`config.mk`:
```
export PLATFORM = sky130hd
export DESIGN_NAME = softmin_row_normalizer_top
export DESIGN_NICKNAME = d
export VERILOG_FILES = /design/src/sm_pkg.sv /design/src/softmin_row_normalizer_top.sv /design/src/sm_front.sv /design/src/sm_row_queue.sv /design/src/sm_back.sv
export SDC_FILE = /design/constraint.sdc
export NUM_CORES = 2
export LEC_CHECK = 0
export ABC_CLOCK_PERIOD_IN_PS = 30300
export BUFFER_PORTS_ARGS = -buffer_cell sky130_fd_sc_hd__buf_2
export CAP_MARGIN = 20
export CORE_ASPECT_RATIO = 2
export CORE_MARGIN = 2
export CORE_UTILIZATION = 55
export CTS_BUF_LIST = sky130_fd_sc_hd__clkbuf_4
export CTS_CLUSTER_DIAMETER = 80
export DETAILED_ROUTE_END_ITERATION = 7
export PLACE_DENSITY = 0.71
export SLEW_MARGIN = 30
export SYNTH_ARGS = -nofsm -noshare
export SYNTH_HDL_FRONTEND = slang
export SYNTH_SLANG_ARGS = --single-unit
```
`constraint.sdc`:
```
create_clock -name aclk -period 30.3 [get_ports aclk]
set_input_delay 4.545 -clock aclk [delete_from_list [all_inputs] [get_ports aclk]]
set_output_delay 4.545 -clock aclk [all_outputs]
set_load 0.02 [all_outputs]
```
`src/sm_pkg.sv`:
```
// shared constants, types and the exp table for the softmin row normalizer
// no dependencies
package sm_pkg;

    localparam int MAX_ROW     = 64;
    localparam int SAMPLE_BITS = 16;
    localparam int ELEM_W      = 16;
    localparam int PROB_W      = 16;
    localparam int IDX_W       = $clog2(MAX_ROW);
    localparam int CNT_W       = $clog2(MAX_ROW + 1);
    localparam int TOTAL_W     = 23;
    localparam int EXP_W       = 17;
    localparam int T_W         = 29;
    localparam int N_W         = T_W - 20;
    localparam int NUM_W       = SAMPLE_BITS + EXP_W + 1;
    localparam int DCNT_W      = $clog2(NUM_W + 1);
    localparam int SHR         = (SAMPLE_BITS > 16) ? SAMPLE_BITS - 16 : 0;
    localparam int SHL         = (SAMPLE_BITS < 16) ? 16 - SAMPLE_BITS : 0;
    localparam int QAL_W       = NUM_W + SHL;
    localparam int QDEPTH      = 2;
    localparam int QPTR_W      = $clog2(QDEPTH);
    localparam int QLVL_W      = $clog2(QDEPTH + 1);

    localparam logic [12:0] LOG2E_Q12 = 13'd5909;
    localparam logic signed [ELEM_W-1:0] MIN_RESET = 16'sd32767;

    typedef struct packed {
        logic signed [ELEM_W-1:0] row_min;
        logic [CNT_W-1:0]         count;
    } row_desc_t;

    typedef struct packed {
        logic              we;
        logic [IDX_W-1:0]  idx;
        logic [ELEM_W-1:0] data;
        logic              push;
        row_desc_t         desc;
    } front_wr_t;

    typedef struct packed {
        logic full;
        logic empty;
    } queue_status_t;

    typedef enum logic [2:0] {
        BK_IDLE,
        BK_READ,
        BK_MUL_D,
        BK_MUL_R,
        BK_EXP,
        BK_DIV,
        BK_PUSH
    } back_state_t;

    // 2^(-k/16) in q16
    function automatic logic [EXP_W-1:0] pow2_frac(input logic [4:0] k);
        logic [EXP_W-1:0] v;
        unique case (k)
            5'd0:    v = 17'd65536;
            5'd1:    v = 17'd62757;
            5'd2:    v = 17'd60097;
            5'd3:    v = 17'd57549;
            5'd4:    v = 17'd55109;
            5'd5:    v = 17'd52773;
            5'd6:    v = 17'd50535;
            5'd7:    v = 17'd48393;
            5'd8:    v = 17'd46341;
            5'd9:    v = 17'd44376;
            5'd10:   v = 17'd42495;
            5'd11:   v = 17'd40693;
            5'd12:   v = 17'd38968;
            5'd13:   v = 17'd37316;
            5'd14:   v = 17'd35734;
            5'd15:   v = 17'd34219;
            default: v = 17'd32768;
        endcase
        return v;
    endfunction

endpackage

```
`src/softmin_row_normalizer_top.sv`:
```
// top level of the softmin row normalizer
// depends on sm_pkg, sm_front, sm_row_queue, sm_back

// Row-wise softmin in fixed point. Signed q8.8 elements arrive on the input
// stream one item per cycle, s_tlast on the last element of a row; up to 64
// elements per row are kept, further elements of an over-long row are dropped
// but their tlast still closes the row. Once a row is closed the block emits
// one unsigned q0.16 probability exp(min - x) / sum per stored element, in
// input order, with m_tlast on the last one; a probability of 1.0 reads 65535.
// Loading runs at one item per cycle. Two rows can be held: while the back end
// works on one, the next row is loaded, and input stalls only when both banks
// are full. For each element the back end reads, multiplies and takes the exp
// to add it to the row sum; in a second pass it does so again, then runs the
// bit-serial divider and pushes the probability. An output register lets the
// back end go on to the next element while a result waits.
// No clearing pass is needed after reset.
module softmin_row_normalizer_top (
    input  logic        aclk,
    input  logic        aresetn,
    input  logic        s_tvalid,
    output logic        s_tready,
    input  logic [15:0] s_tdata,   // element_value
    input  logic        s_tlast,   // row_end
    output logic        m_tvalid,
    input  logic        m_tready,
    output logic [15:0] m_tdata,   // probability
    output logic        m_tlast    // row_done
);

    sm_pkg::front_wr_t          wr;
    sm_pkg::queue_status_t      q_status;
    sm_pkg::row_desc_t          head;
    logic [sm_pkg::ELEM_W-1:0]  rd_data;
    logic [sm_pkg::IDX_W-1:0]   rd_idx;
    logic                       pop;
    logic                       bk_busy;

    // accepts elements, keeps min and count of the open row
    sm_front u_front (
        .aclk     (aclk),
        .aresetn  (aresetn),
        .s_tvalid (s_tvalid),
        .s_tready (s_tready),
        .s_tdata  (s_tdata),
        .s_tlast  (s_tlast),
        .q_status (q_status),
        .wr       (wr)
    );

    // two row banks with their descriptors
    sm_row_queue u_queue (
        .aclk    (aclk),
        .aresetn (aresetn),
        .wr      (wr),
        .pop     (pop),
        .rd_idx  (rd_idx),
        .head    (head),
        .rd_data (rd_data),
        .status  (q_status)
    );

    // exp, sum, divide and output
    sm_back u_back (
        .aclk     (aclk),
        .aresetn  (aresetn),
        .q_status (q_status),
        .head     (head),
        .rd_data  (rd_data),
        .rd_idx   (rd_idx),
        .pop      (pop),
        .busy     (bk_busy),
        .m_tvalid (m_tvalid),
        .m_tready (m_tready),
        .m_tdata  (m_tdata),
        .m_tlast  (m_tlast)
    );

`ifndef NO_ASSERTIONS
    // the queue level can never read full and empty at once
    a_queue_level: assert property (@(posedge aclk) disable iff (!aresetn)
        !(q_status.full && q_status.empty))
        else $error("queue full and empty together");

    // the back end only works on a row that is held in the queue
    a_back_has_row: assert property (@(posedge aclk) disable iff (!aresetn)
        bk_busy |-> !q_status.empty)
        else $error("back end busy with no row queued");

    // a row is never closed into a full queue
    a_no_overflow: assert property (@(posedge aclk) disable iff (!aresetn)
        wr.push |-> !q_status.full)
        else $error("row pushed into full queue");

    // a pop only happens while a row is held
    a_no_underflow: assert property (@(posedge aclk) disable iff (!aresetn)
        pop |-> !q_status.empty)
        else $error("row popped from empty queue");
`endif

endmodule

```
`src/sm_front.sv`:
```
// front end: accepts row elements, tracks the row minimum and count
// depends on sm_pkg
module sm_front (
    input  logic                       aclk,
    input  logic                       aresetn,
    input  logic                       s_tvalid,
    output logic                       s_tready,
    input  logic [sm_pkg::ELEM_W-1:0]  s_tdata,
    input  logic                       s_tlast,
    input  sm_pkg::queue_status_t      q_status,
    output sm_pkg::front_wr_t          wr
);

    logic signed [sm_pkg::ELEM_W-1:0] min_reg, min_next;
    logic [sm_pkg::CNT_W-1:0]         count_reg, count_next;
    logic                             accept;
    logic                             room;
    logic signed [sm_pkg::ELEM_W-1:0] x;

    assign x        = $signed(s_tdata);
    assign s_tready = !q_status.full;
    assign accept   = s_tvalid && s_tready;
    assign room     = count_reg < sm_pkg::CNT_W'(sm_pkg::MAX_ROW);

    always_comb begin
        min_next   = (room && x < min_reg) ? x : min_reg;
        count_next = room ? count_reg + sm_pkg::CNT_W'(1) : count_reg;
    end

    always_comb begin
        wr.we           = accept && room;
        wr.idx          = count_reg[sm_pkg::IDX_W-1:0];
        wr.data         = s_tdata;
        wr.push         = accept && s_tlast;
        wr.desc.row_min = min_next;
        wr.desc.count   = count_next;
    end

    always_ff @(posedge aclk) begin
        if (!aresetn) begin
            min_reg   <= sm_pkg::MIN_RESET;
            count_reg <= '0;
        end else if (accept) begin
            if (s_tlast) begin
                min_reg   <= sm_pkg::MIN_RESET;
                count_reg <= '0;
            end else begin
                min_reg   <= min_next;
                count_reg <= count_next;
            end
        end
    end

endmodule

```
`src/sm_row_queue.sv`:
```
// two-row queue between front and back: row banks plus row descriptors
// depends on sm_pkg
module sm_row_queue (
    input  logic                       aclk,
    input  logic                       aresetn,
    input  sm_pkg::front_wr_t          wr,
    input  logic                       pop,
    input  logic [sm_pkg::IDX_W-1:0]   rd_idx,
    output sm_pkg::row_desc_t          head,
    output logic [sm_pkg::ELEM_W-1:0]  rd_data,
    output sm_pkg::queue_status_t      status
);

    logic [sm_pkg::ELEM_W-1:0] mem [sm_pkg::QDEPTH*sm_pkg::MAX_ROW];
    sm_pkg::row_desc_t         desc_mem [sm_pkg::QDEPTH];
    logic [sm_pkg::QPTR_W-1:0] wr_ptr_reg, rd_ptr_reg;
    logic [sm_pkg::QLVL_W-1:0] level_reg;
    logic [sm_pkg::ELEM_W-1:0] rd_data_reg;

    always_ff @(posedge aclk) begin
        if (wr.we) begin
            mem[{wr_ptr_reg, wr.idx}] <= wr.data;
        end
        rd_data_reg <= mem[{rd_ptr_reg, rd_idx}];
        if (wr.push) begin
            desc_mem[wr_ptr_reg] <= wr.desc;
        end
    end

    always_ff @(posedge aclk) begin
        if (!aresetn) begin
            wr_ptr_reg <= '0;
            rd_ptr_reg <= '0;
            level_reg  <= '0;
        end else begin
            if (wr.push) wr_ptr_reg <= wr_ptr_reg + sm_pkg::QPTR_W'(1);
            if (pop)     rd_ptr_reg <= rd_ptr_reg + sm_pkg::QPTR_W'(1);
            if (wr.push && !pop) begin
                level_reg <= level_reg + sm_pkg::QLVL_W'(1);
            end else if (pop && !wr.push) begin
                level_reg <= level_reg - sm_pkg::QLVL_W'(1);
            end
        end
    end

    assign head         = desc_mem[rd_ptr_reg];
    assign rd_data      = rd_data_reg;
    assign status.full  = level_reg == sm_pkg::QLVL_W'(sm_pkg::QDEPTH);
    assign status.empty = level_reg == '0;

endmodule

```
`src/sm_back.sv`:
```
// back end: exp of each element, row sum, bit-serial divide, output register
// depends on sm_pkg
module sm_back (
    input  logic                       aclk,
    input  logic                       aresetn,
    input  sm_pkg::queue_status_t      q_status,
    input  sm_pkg::row_desc_t          head,
    input  logic [sm_pkg::ELEM_W-1:0]  rd_data,
    output logic [sm_pkg::IDX_W-1:0]   rd_idx,
    output logic                       pop,
    output logic                       busy,
    output logic                       m_tvalid,
    input  logic                       m_tready,
    output logic [sm_pkg::PROB_W-1:0]  m_tdata,
    output logic                       m_tlast
);

    sm_pkg::back_state_t         state_reg, state_next;
    logic [sm_pkg::IDX_W-1:0]    idx_reg;
    logic                        div_pass_reg;
    logic [sm_pkg::TOTAL_W-1:0]  total_reg;
    logic [sm_pkg::T_W-1:0]      t_reg;
    logic [sm_pkg::EXP_W-1:0]    a_reg;
    logic [sm_pkg::N_W-1:0]      n_reg;
    logic [sm_pkg::EXP_W-1:0]    prod_reg;
    logic [sm_pkg::NUM_W-1:0]    num_reg;
    logic [sm_pkg::NUM_W-1:0]    quo_reg;
    logic [sm_pkg::TOTAL_W-1:0]  rem_reg;
    logic [sm_pkg::DCNT_W-1:0]   dcnt_reg;
    logic                        out_valid_reg;
    logic [sm_pkg::PROB_W-1:0]   out_data_reg;
    logic                        out_last_reg;

    logic signed [sm_pkg::ELEM_W:0] diff;
    logic [sm_pkg::T_W-1:0]         t_full;
    logic [3:0]                     k;
    logic [15:0]                    r;
    logic [sm_pkg::EXP_W-1:0]       ta, tb;
    logic [32:0]                    prod_full;
    logic [sm_pkg::EXP_W-1:0]       v;
    logic [4:0]                     shamt;
    logic [sm_pkg::EXP_W:0]         rnd, shifted;
    logic [sm_pkg::EXP_W-1:0]       e_val;
    logic                           last_elem;
    logic [sm_pkg::TOTAL_W:0]       rem_sh;
    logic                           ge;
    logic [sm_pkg::QAL_W-1:0]       q_al;
    logic [sm_pkg::PROB_W-1:0]      prob;
    logic                           out_free;
    logic                           div_done;

    // exp datapath
    always_comb begin
        diff   = $signed({rd_data[sm_pkg::ELEM_W-1], rd_data})
               - $signed({head.row_min[sm_pkg::ELEM_W-1], head.row_min});
        t_full = sm_pkg::T_W'(diff[sm_pkg::ELEM_W-1:0]) * sm_pkg::T_W'(sm_pkg::LOG2E_Q12);
        k      = t_reg[19:16];
        r      = t_reg[15:0];
        ta     = sm_pkg::pow2_frac({1'b0, k});
        tb     = sm_pkg::pow2_frac({1'b0, k} + 5'd1);
        prod_full = 33'(ta - tb) * 33'(r);
        v       = a_reg - prod_reg;
        shamt   = n_reg[4:0];
        rnd     = (sm_pkg::EXP_W+1)'(1) << (shamt - 5'd1);
        shifted = ((sm_pkg::EXP_W+1)'(v) + rnd) >> shamt;
        if (n_reg == '0) begin
            e_val = v;
        end else if (n_reg > sm_pkg::N_W'(17)) begin
            e_val = '0;
        end else begin
            e_val = shifted[sm_pkg::EXP_W-1:0];
        end
    end

    assign last_elem = (sm_pkg::CNT_W'(idx_reg) + sm_pkg::CNT_W'(1)) == head.count;

    // divider step and result alignment
    always_comb begin
        rem_sh   = {rem_reg, num_reg[sm_pkg::NUM_W-1]};
        ge       = rem_sh >= {1'b0, total_reg};
        div_done = dcnt_reg == sm_pkg::DCNT_W'(sm_pkg::NUM_W - 1);
        q_al     = sm_pkg::QAL_W'(quo_reg >> sm_pkg::SHR) << sm_pkg::SHL;
        if (total_reg == '0) begin
            prob = '0;
        end else if (|q_al[sm_pkg::QAL_W-1:sm_pkg::PROB_W]) begin
            prob = '1;
        end else begin
            prob = q_al[sm_pkg::PROB_W-1:0];
        end
        out_free = !out_valid_reg || m_tready;
    end

    // next state
    always_comb begin
        state_next = state_reg;
        unique case (state_reg)
            sm_pkg::BK_IDLE:  if (!q_status.empty) state_next = sm_pkg::BK_READ;
            sm_pkg::BK_READ:  state_next = sm_pkg::BK_MUL_D;
            sm_pkg::BK_MUL_D: state_next = sm_pkg::BK_MUL_R;
            sm_pkg::BK_MUL_R: state_next = sm_pkg::BK_EXP;
            sm_pkg::BK_EXP:   state_next = div_pass_reg ? sm_pkg::BK_DIV : sm_pkg::BK_READ;
            sm_pkg::BK_DIV:   if (div_done) state_next = sm_pkg::BK_PUSH;
            sm_pkg::BK_PUSH: begin
                if (out_free) state_next = last_elem ? sm_pkg::BK_IDLE : sm_pkg::BK_READ;
            end
            default:  state_next = sm_pkg::BK_IDLE;
        endcase
    end

    // outputs
    always_comb begin
        pop      = (state_reg == sm_pkg::BK_PUSH) && out_free && last_elem;
        busy     = state_reg != sm_pkg::BK_IDLE;
        rd_idx   = idx_reg;
        m_tvalid = out_valid_reg;
        m_tdata  = out_data_reg;
        m_tlast  = out_last_reg;
    end

    always_ff @(posedge aclk) begin
        if (!aresetn) begin
            state_reg     <= sm_pkg::BK_IDLE;
            out_valid_reg <= 1'b0;
        end else begin
            state_reg <= state_next;
            if (state_reg == sm_pkg::BK_PUSH && out_free) begin
                out_valid_reg <= 1'b1;
            end else if (m_tready) begin
                out_valid_reg <= 1'b0;
            end
        end
    end

    always_ff @(posedge aclk) begin
        unique case (state_reg)
            sm_pkg::BK_IDLE: begin
                idx_reg      <= '0;
                div_pass_reg <= 1'b0;
                total_reg    <= '0;
            end
            sm_pkg::BK_READ: begin
            end
            sm_pkg::BK_MUL_D: begin
                t_reg <= t_full;
            end
            sm_pkg::BK_MUL_R: begin
                a_reg    <= ta;
                n_reg    <= t_reg[sm_pkg::T_W-1:20];
                prod_reg <= prod_full[32:16];
            end
            sm_pkg::BK_EXP: begin
                if (div_pass_reg) begin
                    num_reg  <= (sm_pkg::NUM_W'(e_val) << sm_pkg::SAMPLE_BITS)
                              + sm_pkg::NUM_W'(total_reg[sm_pkg::TOTAL_W-1:1]);
                    quo_reg  <= '0;
                    rem_reg  <= '0;
                    dcnt_reg <= '0;
                end else begin
                    total_reg <= total_reg + sm_pkg::TOTAL_W'(e_val);
                    if (last_elem) begin
                        idx_reg      <= '0;
                        div_pass_reg <= 1'b1;
                    end else begin
                        idx_reg <= idx_reg + sm_pkg::IDX_W'(1);
                    end
                end
            end
            sm_pkg::BK_DIV: begin
                rem_reg  <= ge ? sm_pkg::TOTAL_W'(rem_sh - {1'b0, total_reg})
                               : rem_sh[sm_pkg::TOTAL_W-1:0];
                num_reg  <= num_reg << 1;
                quo_reg  <= {quo_reg[sm_pkg::NUM_W-2:0], ge};
                dcnt_reg <= dcnt_reg + sm_pkg::DCNT_W'(1);
            end
            sm_pkg::BK_PUSH: begin
                if (out_free) begin
                    out_data_reg <= prob;
                    out_last_reg <= last_elem;
                    if (!last_elem) idx_reg <= idx_reg + sm_pkg::IDX_W'(1);
                end
            end
            default: begin
            end
        endcase
    end

endmodule

```
==> run_results.csv <==
group,metric,value,unit
status,outcome,"complete, no violations",
cts,clock_sinks,2375,
final_layout,largestRegisters,"u_queue.mem: 2048 flops, u_queue.desc_mem: 46 flops",
worst_setup_path,criticalPathCategory,"flip-flop to flip-flop",
worst_hold_path,hp-class,"flip-flop to flip-flop",
die,dieArea,206300,um^2
worst_setup_path,start_kind,"flip-flop",
synthesis,synth_common_cells,"edfxtp_1 (2,310), mux4_2 (677), inv_1 (518), fa_1 (350), nor2_1 (344)",
global_routing,globalRouteMet2Util,0.4994,
worst_setup_path,cpPeakStageDelay,800,ps
timing,max-slew-margin-rel,0.3081,
synthesis,synth_edf_count,2310,
global_routing,grt_busiest_layer,"met2",
synthesis,ys_ff_latch,2375,
global_routing,antenna_found_initial,11,
placement,dp_hpwl,179000,um
detailed_routing,num_vias,59800,
final_layout,multi_input_area,37760,um^2
synthesis,synthesis.nets,7154,
die,placementRows,233,
synthesis,synth_flop_cell,"edfxtp_1",
global_routing,grt_pass1_vias,64360,
die,die_x,322.1,um
timing,slew_violations,0,
worst_setup_path,worst_path_most_repeated_cell,"fa_1",
synthesis,synthSimpleGateAreaFrac,0.04850,
timing,post-route-min-period,11330,ps
synthesis,syn-cell-area,111300,um^2
cts,clk_pin_slew,80,ps
global_routing,gr-total-overflow,0,
final_layout,fin_cells,9913,
synthesis,synth_compound_area_frac,0.03242,
global_routing,grt_usage,0.2653,
final_layout,syn_to_final_growth,9.636,%
cts,clockRootBuffer,"clkbuf_4",
die,die_y,640.3,um
timing,fin_setup_tns,0,ps
timing,finalSetupViolCount,0,
worst_setup_path,rr_endpoint,"u_back.prod_reg[16]$_DFFE_PP_",
worst_setup_path,rr_startpoint,"u_back.t_reg[16]$_DFFE_PN_",
worst_hold_path,worstHoldStart,"u_back.t_reg[20]$_DFFE_PN_",
synthesis,synth_xor_area_frac,0.01408,
detailed_routing,viasPerCell,6.033,
cts,cts.htree.levels,6,
timing,finClkSkew,134.4,ps
synthesis,ys_seq_area_frac,0.6347,
final_layout,nNetsFinal,7642,
final_layout,drive_gt1_frac,0.2455,
synthesis,synth.area.mux_share,0.1447,
job,max-cap-violations,0,
detailed_routing,drtIter0Drc,4782,
placement,port-buffer-count,39,
final_layout,top_register,"u_queue.mem",
worst_setup_path,slowest_stage,"ha_1",
worst_hold_path,min_to,"u_back.n_reg[0]$_DFFE_PP_",
die,start_util,0.5535,
die,io_pins,40,
synthesis,synth_most_common_cell,"edfxtp_1",
cts,postCtsHoldBufs,0,
die,core_area,201200,um^2
synthesis,synthArstFlopShare,0,
final_layout,fillers,14770,
cts,cts_tree,"done",
global_routing,grt_pass1_wl,399400,um
synthesis,synth_top_area_frac,0.6230,
worst_setup_path,end_kind,"flip-flop",
detailed_routing,wl,268200,um
timing,finalCritPeriodShare,0.3738,
worst_hold_path,hold_path_depth,0,
synthesis,ys_types,90,
detailed_routing,ant_nets,0,
cts,clock_latency,1200,ps
synthesis,netlist_instances,6472,
timing,fmax,0.08829,GHz
worst_setup_path,ff2ff_path_depth,40,
final_layout,largest_reg_flops,2048,
worst_setup_path,cp_num_buf_inv,5,
cts,clock_path_buffers,4,
placement,dp.cells,9014,
synthesis,netlist_top_cells_area,"edfxtp_1 (62%), mux4_2 (14%), fa_1 (6.3%), ha_1 (3.5%), inv_1 (1.7%)",
placement,place_ws,19040,ps
worst_setup_path,reg2reg_slack,18970,ps
global_routing,grt_max_degree,145,
worst_setup_path,path_max_fanout,24,
cts,cts_made_buffers,524,
global_routing,met3_usage,0.03475,
timing,fin_ws,18970,ps
detailed_routing,drt_first_pass_iters,5,
synthesis,synth-adder-area-share,0.09797,
detailed_routing,drcViolationCount,0,
global_routing,met1_usage,0.2776,
worst_setup_path,cp_top_family,"adder cells",
detailed_routing,wl_per_cell,27.06,um
cts,post_cts_resized,0,
timing,hold_viol_final,0,
placement,gp_congestion,0.9251,
timing,worst-slew-pin-transition,1038,ps
synthesis,synth_top_family_by_area,"multiplexers",
synthesis,post_synth.cell_area_avg,17.20,um^2
final_layout,seqCellArea,70670,um^2
cts,post_cts_buffers,0,
timing,rsz0062_at_grt,"false",
synthesis,synth_top_area_cell,"edfxtp_1",
worst_setup_path,cp_data_arrival_time,12160,ps
synthesis,synth-warning-count,0,
worst_setup_path,worstPathRequired,31140,ps
==> per-layer routing <==
metal	up-vias	share of wire
li1	26050	-
met1	30870	0.32
met2	2209	0.56
met3	674	0.049
met4	6	0.064
met5	-	0.00015
==> cells by family after synthesis <==
kind of cell	after synthesis
muxes	760
adders and majority gates	662
buffers and inverters	814
DFF	2375
xor gates and xnor gates	179
AOI/OAI and AO/OA	538
and+or+nand+nor	1144
==> placed cells by master (no fill, tap or decap), types with 114 or more instances in the layout <==
master,n
clkbuf_4,714
buf_4,220
nor2_1,325
edfxtp_1,2310
o21ai_0,114
inv_1,518
xnor2_1,123
nand2_1,337
mux4_2,677
a21oi_1,115
and2_1,130
ha_1,311
fa_1,350
==> area by class of cell <==
| class | instances | area share |
|---|---|---|
| clock inverter | 165 | 0.008323 |
| multi-input combinational | 3283 | 0.3094 |
| tap | 2585 | 0.02650 |
| antenna | 15 | 0.0003075 |
| sequential | 2375 | 0.5790 |
| clock buffer | 714 | 0.04391 |
| timing repair buffer | 256 | 0.01664 |
| inverter | 520 | 0.01599 |
==> worst max path at each step <==
stage                                     from                            end  slack (ps)  cells after the start
CTS                 u_back.t_reg[16]$_DFFE_PN_  u_back.prod_reg[16]$_DFFE_PP_       18930                     39
global placement    u_back.t_reg[16]$_DFFE_PN_  u_back.prod_reg[16]$_DFFE_PP_       19070                     40
floorplan           u_back.t_reg[17]$_DFFE_PN_  u_back.prod_reg[16]$_DFFE_PP_       20410                     42
finish              u_back.t_reg[16]$_DFFE_PN_  u_back.prod_reg[16]$_DFFE_PP_       18970                     40
detailed placement  u_back.t_reg[16]$_DFFE_PN_  u_back.prod_reg[16]$_DFFE_PP_       19040                     39
global route        u_back.t_reg[16]$_DFFE_PN_  u_back.prod_reg[16]$_DFFE_PP_       18250                     40
==> worst reg2reg max path, delay by kind of cell (launching register included) <==
kind / cells / cell delay (ps)
XOR/XNOR: 2 / 280
adder cells (fa/ha/maj): 10 / 4870
flip-flops: 1 / 610
AO/OA/AOI/OAI: 16 / 3430
AND/OR/NAND/NOR: 6 / 770
buffers and inverters: 5 / 480
multiplexers: 1 / 600
==> metrics by stage <==
| step | hold slack [ps] | util | instance area (um^2) |
|---|---|---|---|
| floorplan | 400.3 | - | 111300 |
| global placement | 403.9 | 0.5738 | 115400 |
| detailed placement | 404.5 | 0.5741 | 115500 |
| CTS | 405.4 | 0.6058 | 121900 |
| global route | 428.0 | 0.6068 | 122100 |
| finish | 406.0 | 0.6068 | 122100 |
Power is not shown: default switching activity piles up to over one toggle a cycle in this logic, so the estimate is an artifact.
